## src/rtl/core/assert_macros.svh

```systemverilog
// Assertion macros used by the parser RTL.
// Each macro expects clk_i and rst_ni to be visible in the using module.
`ifndef ASSERT_MACROS_SVH
`define ASSERT_MACROS_SVH

// Same-cycle implication, checked outside reset.
`define GCPP_ASSERT_SAME(label, ante, cons, msg) \
  label: assert property (@(posedge clk_i) disable iff (!rst_ni) (ante) |-> (cons)) \
    else $error(msg);

// Next-cycle implication, checked outside reset.
`define GCPP_ASSERT_NEXT(label, ante, cons, msg) \
  label: assert property (@(posedge clk_i) disable iff (!rst_ni) (ante) |=> (cons)) \
    else $error(msg);

`endif

```

## src/rtl/core/gcpp_pkg.sv

```systemverilog
// Shared types and constants for the command packet parser.
// No dependencies; imported by every parser module.
`timescale 1ns / 1ps
`default_nettype none

package gcpp_pkg;

  localparam int unsigned RegCount  = 32768;
  localparam int unsigned WordW     = 32;
  localparam int unsigned TargetW   = 16;
  localparam int unsigned CountW    = 15;
  localparam int unsigned OutDataW  = 56;

  typedef enum logic [1:0] {
    PKT_TYPE0 = 2'd0,
    PKT_TYPE1 = 2'd1,
    PKT_TYPE2 = 2'd2,
    PKT_TYPE3 = 2'd3
  } pkt_type_e;

  typedef enum logic [1:0] {
    KIND_REG_WRITE = 2'd0,
    KIND_CMD_HDR   = 2'd1,
    KIND_CMD_DATA  = 2'd2,
    KIND_RESERVED  = 2'd3
  } kind_e;

  typedef struct packed {
    kind_e                kind;
    logic [TargetW-1:0]   target;
    logic [WordW-1:0]     payload;
    logic                 accepted;
    logic                 last;
  } result_t;

endpackage

`default_nettype wire

```

## src/rtl/core/gcpp_in_stage.sv

```systemverilog
// Input register for ring words, with its own valid bit.
// Depends on gcpp_pkg.
`timescale 1ns / 1ps
`default_nettype none

module gcpp_in_stage
  import gcpp_pkg::*;
(
  input  wire logic             clk_i,
  input  wire logic             rst_ni,
  input  wire logic             in_valid_i,
  output logic                  in_ready_o,
  input  wire logic [WordW-1:0] in_word_i,
  input  wire logic             take_i,
  output logic                  word_valid_o,
  output logic [WordW-1:0]      word_o
);

  logic             vld_q, vld_d;
  logic [WordW-1:0] word_q;

  // Free when empty or when the held word is consumed this cycle.
  assign in_ready_o = !vld_q || take_i;

  always_comb begin
    vld_d = vld_q;
    if (take_i) vld_d = 1'b0;
    if (in_valid_i && in_ready_o) vld_d = 1'b1;
  end

  always_ff @(posedge clk_i or negedge rst_ni) begin
    if (!rst_ni) begin
      vld_q <= 1'b0;
    end else begin
      vld_q <= vld_d;
    end
  end

  always_ff @(posedge clk_i) begin
    if (in_valid_i && in_ready_o) word_q <= in_word_i;
  end

  assign word_valid_o = vld_q;
  assign word_o       = word_q;

endmodule

`default_nettype wire

```

## src/rtl/core/gcpp_parser.sv

```systemverilog
// Packet framing state and header decode for one ring word per step.
// Depends on gcpp_pkg and assert_macros.svh.
`timescale 1ns / 1ps
`default_nettype none
`include "assert_macros.svh"

module gcpp_parser
  import gcpp_pkg::*;
(
  input  wire logic             clk_i,
  input  wire logic             rst_ni,
  input  wire logic [WordW-1:0] word_i,
  input  wire logic             step_i,
  output logic                  res_valid_o,
  output result_t               res_o
);

  typedef enum logic [1:0] {
    PH_HEADER  = 2'd0,
    PH_REGDATA = 2'd1,
    PH_CMDDATA = 2'd2
  } phase_e;

  phase_e             phase_q, phase_d;
  logic [CountW-1:0]  words_left_q, words_left_d;
  logic [TargetW-1:0] next_index_q, next_index_d;
  logic               same_reg_q, same_reg_d;
  logic [7:0]         opcode_q, opcode_d;

  logic               fin;
  logic [13:0]        cnt;
  pkt_type_e          ptype;

  assign fin   = (words_left_q <= CountW'(1));
  assign cnt   = word_i[29:16];
  assign ptype = pkt_type_e'(word_i[31:30]);

  always_comb begin
    phase_d      = phase_q;
    words_left_d = words_left_q;
    next_index_d = next_index_q;
    same_reg_d   = same_reg_q;
    opcode_d     = opcode_q;
    res_valid_o  = 1'b0;
    res_o        = '{kind: KIND_RESERVED, target: '0, payload: '0, accepted: 1'b0,
                     last: 1'b0};
    case (phase_q)
      PH_REGDATA: begin
        res_valid_o  = 1'b1;
        res_o.kind     = KIND_REG_WRITE;
        res_o.target   = next_index_q;
        res_o.payload  = word_i;
        res_o.accepted = ({1'b0, next_index_q} < 17'(RegCount));
        res_o.last     = fin;
        if (!same_reg_q) next_index_d = next_index_q + TargetW'(1);
        words_left_d = fin ? '0 : words_left_q - CountW'(1);
        if (fin) phase_d = PH_HEADER;
      end
      PH_CMDDATA: begin
        res_valid_o  = 1'b1;
        res_o.kind     = KIND_CMD_DATA;
        res_o.target   = {8'd0, opcode_q};
        res_o.payload  = word_i;
        res_o.last     = fin;
        words_left_d = fin ? '0 : words_left_q - CountW'(1);
        if (fin) phase_d = PH_HEADER;
      end
      default: begin
        // Header word; the unused phase code lands here too.
        phase_d = PH_HEADER;
        case (ptype)
          PKT_TYPE0: begin
            next_index_d = {1'b0, word_i[14:0]};
            same_reg_d   = word_i[15];
            words_left_d = {1'b0, cnt} + CountW'(1);
            phase_d      = PH_REGDATA;
          end
          PKT_TYPE1: begin
            res_valid_o = 1'b1;
            res_o.kind  = KIND_RESERVED;
            res_o.last  = 1'b1;
          end
          PKT_TYPE3: begin
            opcode_d      = word_i[7:0];
            res_valid_o   = 1'b1;
            res_o.kind    = KIND_CMD_HDR;
            res_o.target  = {8'd0, word_i[7:0]};
            res_o.payload = {18'd0, cnt};
            res_o.last    = (cnt == '0);
            if (cnt != '0) begin
              words_left_d = {1'b0, cnt};
              phase_d      = PH_CMDDATA;
            end
          end
          default: begin
            // Filler: consume, give nothing.
          end
        endcase
      end
    endcase
  end

  always_ff @(posedge clk_i or negedge rst_ni) begin
    if (!rst_ni) begin
      phase_q      <= PH_HEADER;
      words_left_q <= '0;
      next_index_q <= '0;
      same_reg_q   <= 1'b0;
      opcode_q     <= '0;
    end else if (step_i) begin
      phase_q      <= phase_d;
      words_left_q <= words_left_d;
      next_index_q <= next_index_d;
      same_reg_q   <= same_reg_d;
      opcode_q     <= opcode_d;
    end
  end

  `GCPP_ASSERT_SAME(a_data_phase_has_words, phase_q != PH_HEADER, words_left_q != '0, "data phase with no words left")
  `GCPP_ASSERT_NEXT(a_final_word_ends_packet, step_i && phase_q != PH_HEADER && fin, phase_q == PH_HEADER, "packet did not close after its final word")
  `GCPP_ASSERT_NEXT(a_type0_opens_data, step_i && phase_q == PH_HEADER && ptype == PKT_TYPE0, phase_q == PH_REGDATA && words_left_q == {1'b0, $past(cnt)} + CountW'(1), "type 0 header did not open register data")

endmodule

`default_nettype wire

```

## src/rtl/core/gcpp_out_stage.sv

```systemverilog
// Result register feeding the master-side stream.
// Depends on gcpp_pkg.
`timescale 1ns / 1ps
`default_nettype none

module gcpp_out_stage
  import gcpp_pkg::*;
(
  input  wire logic    clk_i,
  input  wire logic    rst_ni,
  input  wire logic    load_i,
  input  wire result_t res_i,
  output logic         space_o,
  output logic         out_valid_o,
  input  wire logic    out_ready_i,
  output result_t      res_o
);

  logic    vld_q, vld_d;
  result_t res_q;

  assign space_o = !vld_q || out_ready_i;

  always_comb begin
    vld_d = vld_q;
    if (out_ready_i) vld_d = 1'b0;
    if (load_i)      vld_d = 1'b1;
  end

  always_ff @(posedge clk_i or negedge rst_ni) begin
    if (!rst_ni) begin
      vld_q <= 1'b0;
    end else begin
      vld_q <= vld_d;
    end
  end

  always_ff @(posedge clk_i) begin
    if (load_i) res_q <= res_i;
  end

  assign out_valid_o = vld_q;
  assign res_o       = res_q;

endmodule

`default_nettype wire

```

## src/rtl/core/gpu_command_packet_parser_core.sv

```systemverilog
// Top level of the command packet parser: input register, decode, result register.
// Depends on gcpp_pkg, gcpp_in_stage, gcpp_parser and gcpp_out_stage.
//
//  channel   dir  tdata (low bit up)                         tuser  tlast
//  s_axis    in   ring_word[31:0]                            -      -
//  m_axis    out  target[15:0] payload[47:16] accepted[48]   kind   last
//
// Each ring word is decoded combinationally; one word is accepted per cycle
// when the result side keeps up. An input word is held in the input register,
// and its result in the output register. Header words of type 0 and type 2 give
// no result and never wait on the master side. A stalled result holds in the
// output register while one more word is taken into the input register. Reset
// clears all framing state and both valid bits; the parser then expects a header.
`timescale 1ns / 1ps
`default_nettype none

module gpu_command_packet_parser_core
  import gcpp_pkg::*;
(
  input  wire logic                clk_i,
  input  wire logic                rst_ni,
  // ring_word[31:0]
  input  wire logic                s_axis_tvalid,
  output logic                     s_axis_tready,
  input  wire logic [WordW-1:0]    s_axis_tdata,
  // target[15:0], payload[47:16], accepted[48], zero fill above
  output logic                     m_axis_tvalid,
  input  wire logic                m_axis_tready,
  output logic [OutDataW-1:0]      m_axis_tdata,
  // kind[1:0]
  output logic [1:0]               m_axis_tuser,
  output logic                     m_axis_tlast
);

  logic             word_valid;
  logic [WordW-1:0] word;
  logic             res_valid;
  result_t          res;
  logic             out_space;
  logic             step;
  result_t          out_res;

  // Advance the held word when its result, if any, has room downstream.
  assign step = word_valid && (!res_valid || out_space);

  gcpp_in_stage u_in_stage (
    .clk_i        (clk_i),
    .rst_ni       (rst_ni),
    .in_valid_i   (s_axis_tvalid),
    .in_ready_o   (s_axis_tready),
    .in_word_i    (s_axis_tdata),
    .take_i       (step),
    .word_valid_o (word_valid),
    .word_o       (word)
  );

  gcpp_parser u_parser (
    .clk_i       (clk_i),
    .rst_ni      (rst_ni),
    .word_i      (word),
    .step_i      (step),
    .res_valid_o (res_valid),
    .res_o       (res)
  );

  gcpp_out_stage u_out_stage (
    .clk_i       (clk_i),
    .rst_ni      (rst_ni),
    .load_i      (step && res_valid),
    .res_i       (res),
    .space_o     (out_space),
    .out_valid_o (m_axis_tvalid),
    .out_ready_i (m_axis_tready),
    .res_o       (out_res)
  );

  // Pack the result fields; zero-fill up to whole bytes.
  assign m_axis_tdata = {7'd0, out_res.accepted, out_res.payload, out_res.target};
  assign m_axis_tuser = out_res.kind;
  assign m_axis_tlast = out_res.last;

endmodule

`default_nettype wire
```

## config.mk

```make
export PLATFORM = sky130hd
export DESIGN_NAME = gpu_command_packet_parser_core
export DESIGN_NICKNAME = d
export VERILOG_FILES = /design/src/rtl/core/gcpp_pkg.sv /design/src/rtl/core/gcpp_in_stage.sv /design/src/rtl/core/gcpp_parser.sv /design/src/rtl/core/gcpp_out_stage.sv /design/src/rtl/core/gpu_command_packet_parser_core.sv
export VERILOG_INCLUDE_DIRS = /design/src /design/src/rtl/core
export SDC_FILE = /design/constraint.sdc
export NUM_CORES = 1
export LEC_CHECK = 0
export BUFFER_PORTS_ARGS = -buffer_cell sky130_fd_sc_hd__buf_4
export CORE_AREA = 2 2 104 106
export CTS_CLUSTER_DIAMETER = 80
export DETAILED_ROUTE_END_ITERATION = 7
export DIE_AREA = 0 0 106 108
export GPL_ROUTABILITY_DRIVEN = 0
export PLACE_DENSITY = 0.8
export SLEW_MARGIN = 10
export SYNTH_ARGS = -nofsm -noshare
export SYNTH_HDL_FRONTEND = slang
export SYNTH_SLANG_ARGS = --single-unit
```

## constraint.sdc

```tcl
create_clock -name clk_i -period 9.4 [get_ports clk_i]
set_input_delay 0.47 -clock clk_i [delete_from_list [all_inputs] [get_ports clk_i]]
set_output_delay 0.47 -clock clk_i [all_outputs]
set_load 0.05 [all_outputs]
```

==> run summary <==
placeable core area = 10200 µm²
met1 global-route usage = 37.3%
Post-synth ARST share = 34.4%
final setup vio count = 0
num ports = 97
placed cell areas = 6730 µm²
Layout area overhead = 20.9%
Rows = 37
GR Layer Usage met2 = 39.1%
min cycle time layout = 3.87 ns
relative slew slack = 33.9%
XOR/XNOR share of the synthesized area = 1.31%
Critical Path AT = 4.33 ns
Root Driver = clkbuf_8
Hold Slack = 0.112 ns
worst setup path class = reg2reg
initial drt markers = 397
synth warn = 0
status = complete, no violations
PortBufs = 89
filler cell count = 691
CP max FO = 23
Pre-antenna DRT Iters = 5
number of synthesized flops with an enable pin = 84
vias in the first global route = 4403
Tot GR Track Use = 26.6%
Overflow after GRT = 0
setup bufs post-CTS = 0
Comb pwr share = 39.8%
# diodes = 0
Fmax = 258 MHz
first-pass GRT wire length = 23.0 mm
routed wire length = 14.5 mm
Die Wd = 106 µm
Final nets = 647
clk slew on worst S/H paths = 0.06 ns
Remaining DRCs = 0
fraction of final layout cells sized beyond drive strength 1 = 22.5%
Synth Area per Inst = 11.7 µm²
clock power share = 22.2%
die area = 11400 µm²
Fin. Hold Viols = 0
cell leakage power = 0.00289 µW
total number of vias = 4670
TritonCTS Buffers = 17
CP Launch Point = u_parser.phase_q[0]
mux share of post-synthesis cell area = 3.02%
post-cts resize count = 0
routing usage on met3 = 6.03%
cell area after layout = 7260 µm²
RSZ-0062 raised after global routing = no
clk_lat worst skew = 0.53 ns
r2r setup slk = 5.53 ns
CP Capture Type = flop
Sequential Power Share = 38.0%
crit share post-route = 41.2%
post-synthesis cell type count = 60
routed len/inst = 19.4 µm
Critical Path Source Type = flop
Clock Skews = 0.0101 ns
GR peak layer = met2
Simple-Gate Fraction of Synth Area = 16.0%
CP Data Required Time = 9.86 ns
PD cells = 361 nW/µm²
Max Slew Vio Count = 0
pre-CTS setup slack = 5.64 ns
clock tree buffer depth = 2
Net Switching = 1110 µW
Seq/Total Area, Yosys = 60.3%
Netlist Area Pre-Place = 6010 µm²
Main synth FF type = edfxtp_1
Max Cap Viol = 0
sw frac = 42.3%
initial antenna violation count = 0
Min-Delay Path Class = in2reg
Yosys reg bits = 128
Post-DRT Antenna Nets = 0
crit path to = u_parser.words_left_q[14]
internal power = 1510 µW
clock tree sinks = 128
CTS tree = done
Reg-to-Reg Start = u_parser.phase_q[0]
post-DP HPWL = 9.55 mm
largest family of logic cells by synthesized area = simple AND/OR/NAND/NOR gates
multi-input logic area = 2180 µm²
IR drop worst, VDD = 0.187 mV
CTS H-tree depth = 4
final worst slack = 5.53 ns
reg2reg end = u_parser.words_left_q[14]
Final TNS setup = 0 ns
register area = 3620 µm²
Syn Inst Count = 514
Vias/cell = 6.24
R2R cell count = 7
largest net degree at the start of global routing = 45
worst slew pin tran = 0.991 ns
initial core utilization = 58.7%
area fraction in compound gates after synthesis = 12.9%
die height = 108 µm
adder-cell share of the synthesized area = 2.50%
## cells by family (layout without fill, tap and decap cells)
kind of cell	after synthesis	after routing
other cells	1	7
buf+inv	53	145
mux	17	17
xor+xnor	9	9
flops	128	128
simple gates	182	182
compound gates	112	112
fa+ha+maj	12	12
## cell usage after synthesis, types with 2 or more instances
master / count / area [µm²]
buf_4: 7 / 52.6
nand3b_1: 3 / 22.5
o2bb2ai_1: 4 / 35.0
or2_2: 2 / 12.5
o22ai_1: 12 / 75.1
xor2_1: 4 / 35.0
and3_1: 3 / 18.8
nand3_1: 18 / 90.1
mux2i_1: 8 / 80.1
and2_1: 22 / 138
a221o_1: 2 / 20.0
buf_2: 4 / 20.0
a31oi_1: 4 / 25.0
a22oi_1: 12 / 90.1
nor2_1: 31 / 116
a21oi_1: 18 / 90.1
or3_1: 3 / 18.8
mux2_2: 9 / 101
xnor2_1: 5 / 43.8
nand4b_1: 2 / 17.5
nand4_1: 14 / 87.6
edfxtp_1: 84 / 2520
inv_1: 21 / 78.8
o221ai_1: 2 / 17.5
dfrtp_1: 44 / 1100
a22o_1: 14 / 123
nand2b_1: 3 / 18.8
clkbuf_1: 20 / 75.1
or4_1: 3 / 22.5
nor4_2: 2 / 25.0
nor2b_1: 2 / 12.5
ha_1: 12 / 150
nor3_1: 19 / 95.1
o21ai_0: 25 / 125
a32oi_1: 3 / 26.3
nor4_1: 8 / 50.1
nand2_1: 42 / 158
## power by group through the flow
stage | Combinational [µW] | Sequential, µW | Clock [µW]
floorplan | 523 | 1220 | 0
global placement | 996 | 988 | 0
detailed placement | 1030 | 997 | 0
CTS | 1030 | 992 | 585
global route | 1120 | 1020 | 608
finish | 1040 | 997 | 581
## sequential cells by signal (all words and copies together) (netlist names)
signal and cells:
u_in_stage.word_o 32, u_in_stage.word_valid_o 1, u_out_stage.out_valid_o 1, u_out_stage.res_o 52, u_parser.next_index_q 16, u_parser.opcode_q 8
u_parser.phase_q 2, u_parser.same_reg_q 1, u_parser.words_left_q 15
## through the flow
| stage | util [%] | std cells | power [µW] |
|---|---|---|---|
| finish | 71.0 | 748 | 2620 |
| global route | 71.0 | 748 | 2740 |
| CTS | 71.0 | 748 | 2610 |
| detailed placement | 65.8 | 715 | 2020 |
| global placement | 65.8 | 715 | 1980 |
| floorplan | - | 520 | 1740 |
## how the worst min path moves through the flow
stage | startpoint | slack (ns) | cells past startpoint | end
after global placement | u_parser.next_index_q[15] | 0.48 | 2 | u_parser.next_index_q[15]
after detailed placement | u_parser.opcode_q[6] | 0.49 | 1 | u_parser.opcode_q[6]
after CTS | s_axis_tdata[18] | 0.10 | 1 | u_in_stage.word_o[18]
final | s_axis_tdata[16] | 0.11 | 1 | u_in_stage.word_o[16]
after global routing | s_axis_tdata[2] | 0.1 | 1 | u_in_stage.word_o[2]
after floorplan | rst_ni | 0.17 | 0 | u_in_stage.word_valid_o
## what timing repair did
action | CTS | global route
endpoints found under the setup margin | 0 | 0
hold endpoints to repair | 44 | 0
hold buffers | 1 | 0
## cell usage in the layout, fill, tap and decap left out, types with 5 or more instances in the layout
| master | Yosys | layout |
|---|---|---|
| buf_4 | 7 | 91 |
| edfxtp_1 | 84 | 84 |
| dfrtp_1 | 44 | 44 |
| nand2_1 | 42 | 42 |
| nor2_1 | 31 | 30 |
| o21ai_0 | 25 | 25 |
| and2_1 | 22 | 22 |
| inv_1 | 21 | 21 |
| nor3_1 | 19 | 19 |
| nand3_1 | 18 | 18 |
| a21oi_1 | 18 | 18 |
| clkbuf_16 | 0 | 16 |
| a22o_1 | 14 | 14 |
| nand4_1 | 14 | 14 |
| a22oi_1 | 12 | 12 |
| o22ai_1 | 12 | 12 |
| ha_1 | 12 | 12 |
| mux2_2 | 9 | 9 |
| nor4_1 | 8 | 8 |
| mux2i_1 | 8 | 8 |
| conb_1 | 1 | 7 |
| xnor2_1 | 5 | 5 |
| clkbuf_1 | 20 | 5 |
## layout make-up
cell class / instances / share of cell area, %
sequential: 128 / 49.9
multi-input combinational: 339 / 30.0
timing repair buffer: 92 / 9.54
clock buffer: 22 / 5.96
tap: 136 / 2.34
clock inverter: 10 / 1.22
inverter: 21 / 1.09
## routing by layer
layer | part of all wire [%] | up-vias
met1 | 41 | 2193
met2 | 45 | 341
met5 | 0 | -
met3 | 11 | 42
li1 | - | 2094
met4 | 3.3 | 0
## critical path, cell delays in order (launching register included)
cell     delay, ns
dfrtp_1       0.37
inv_1         0.05
ha_1          0.75
nor3b_1       0.69
o21a_1        0.51
nand3_1       0.64
or4_1         0.68
nand4_1       0.10
Power figures use the tool's default switching activity.
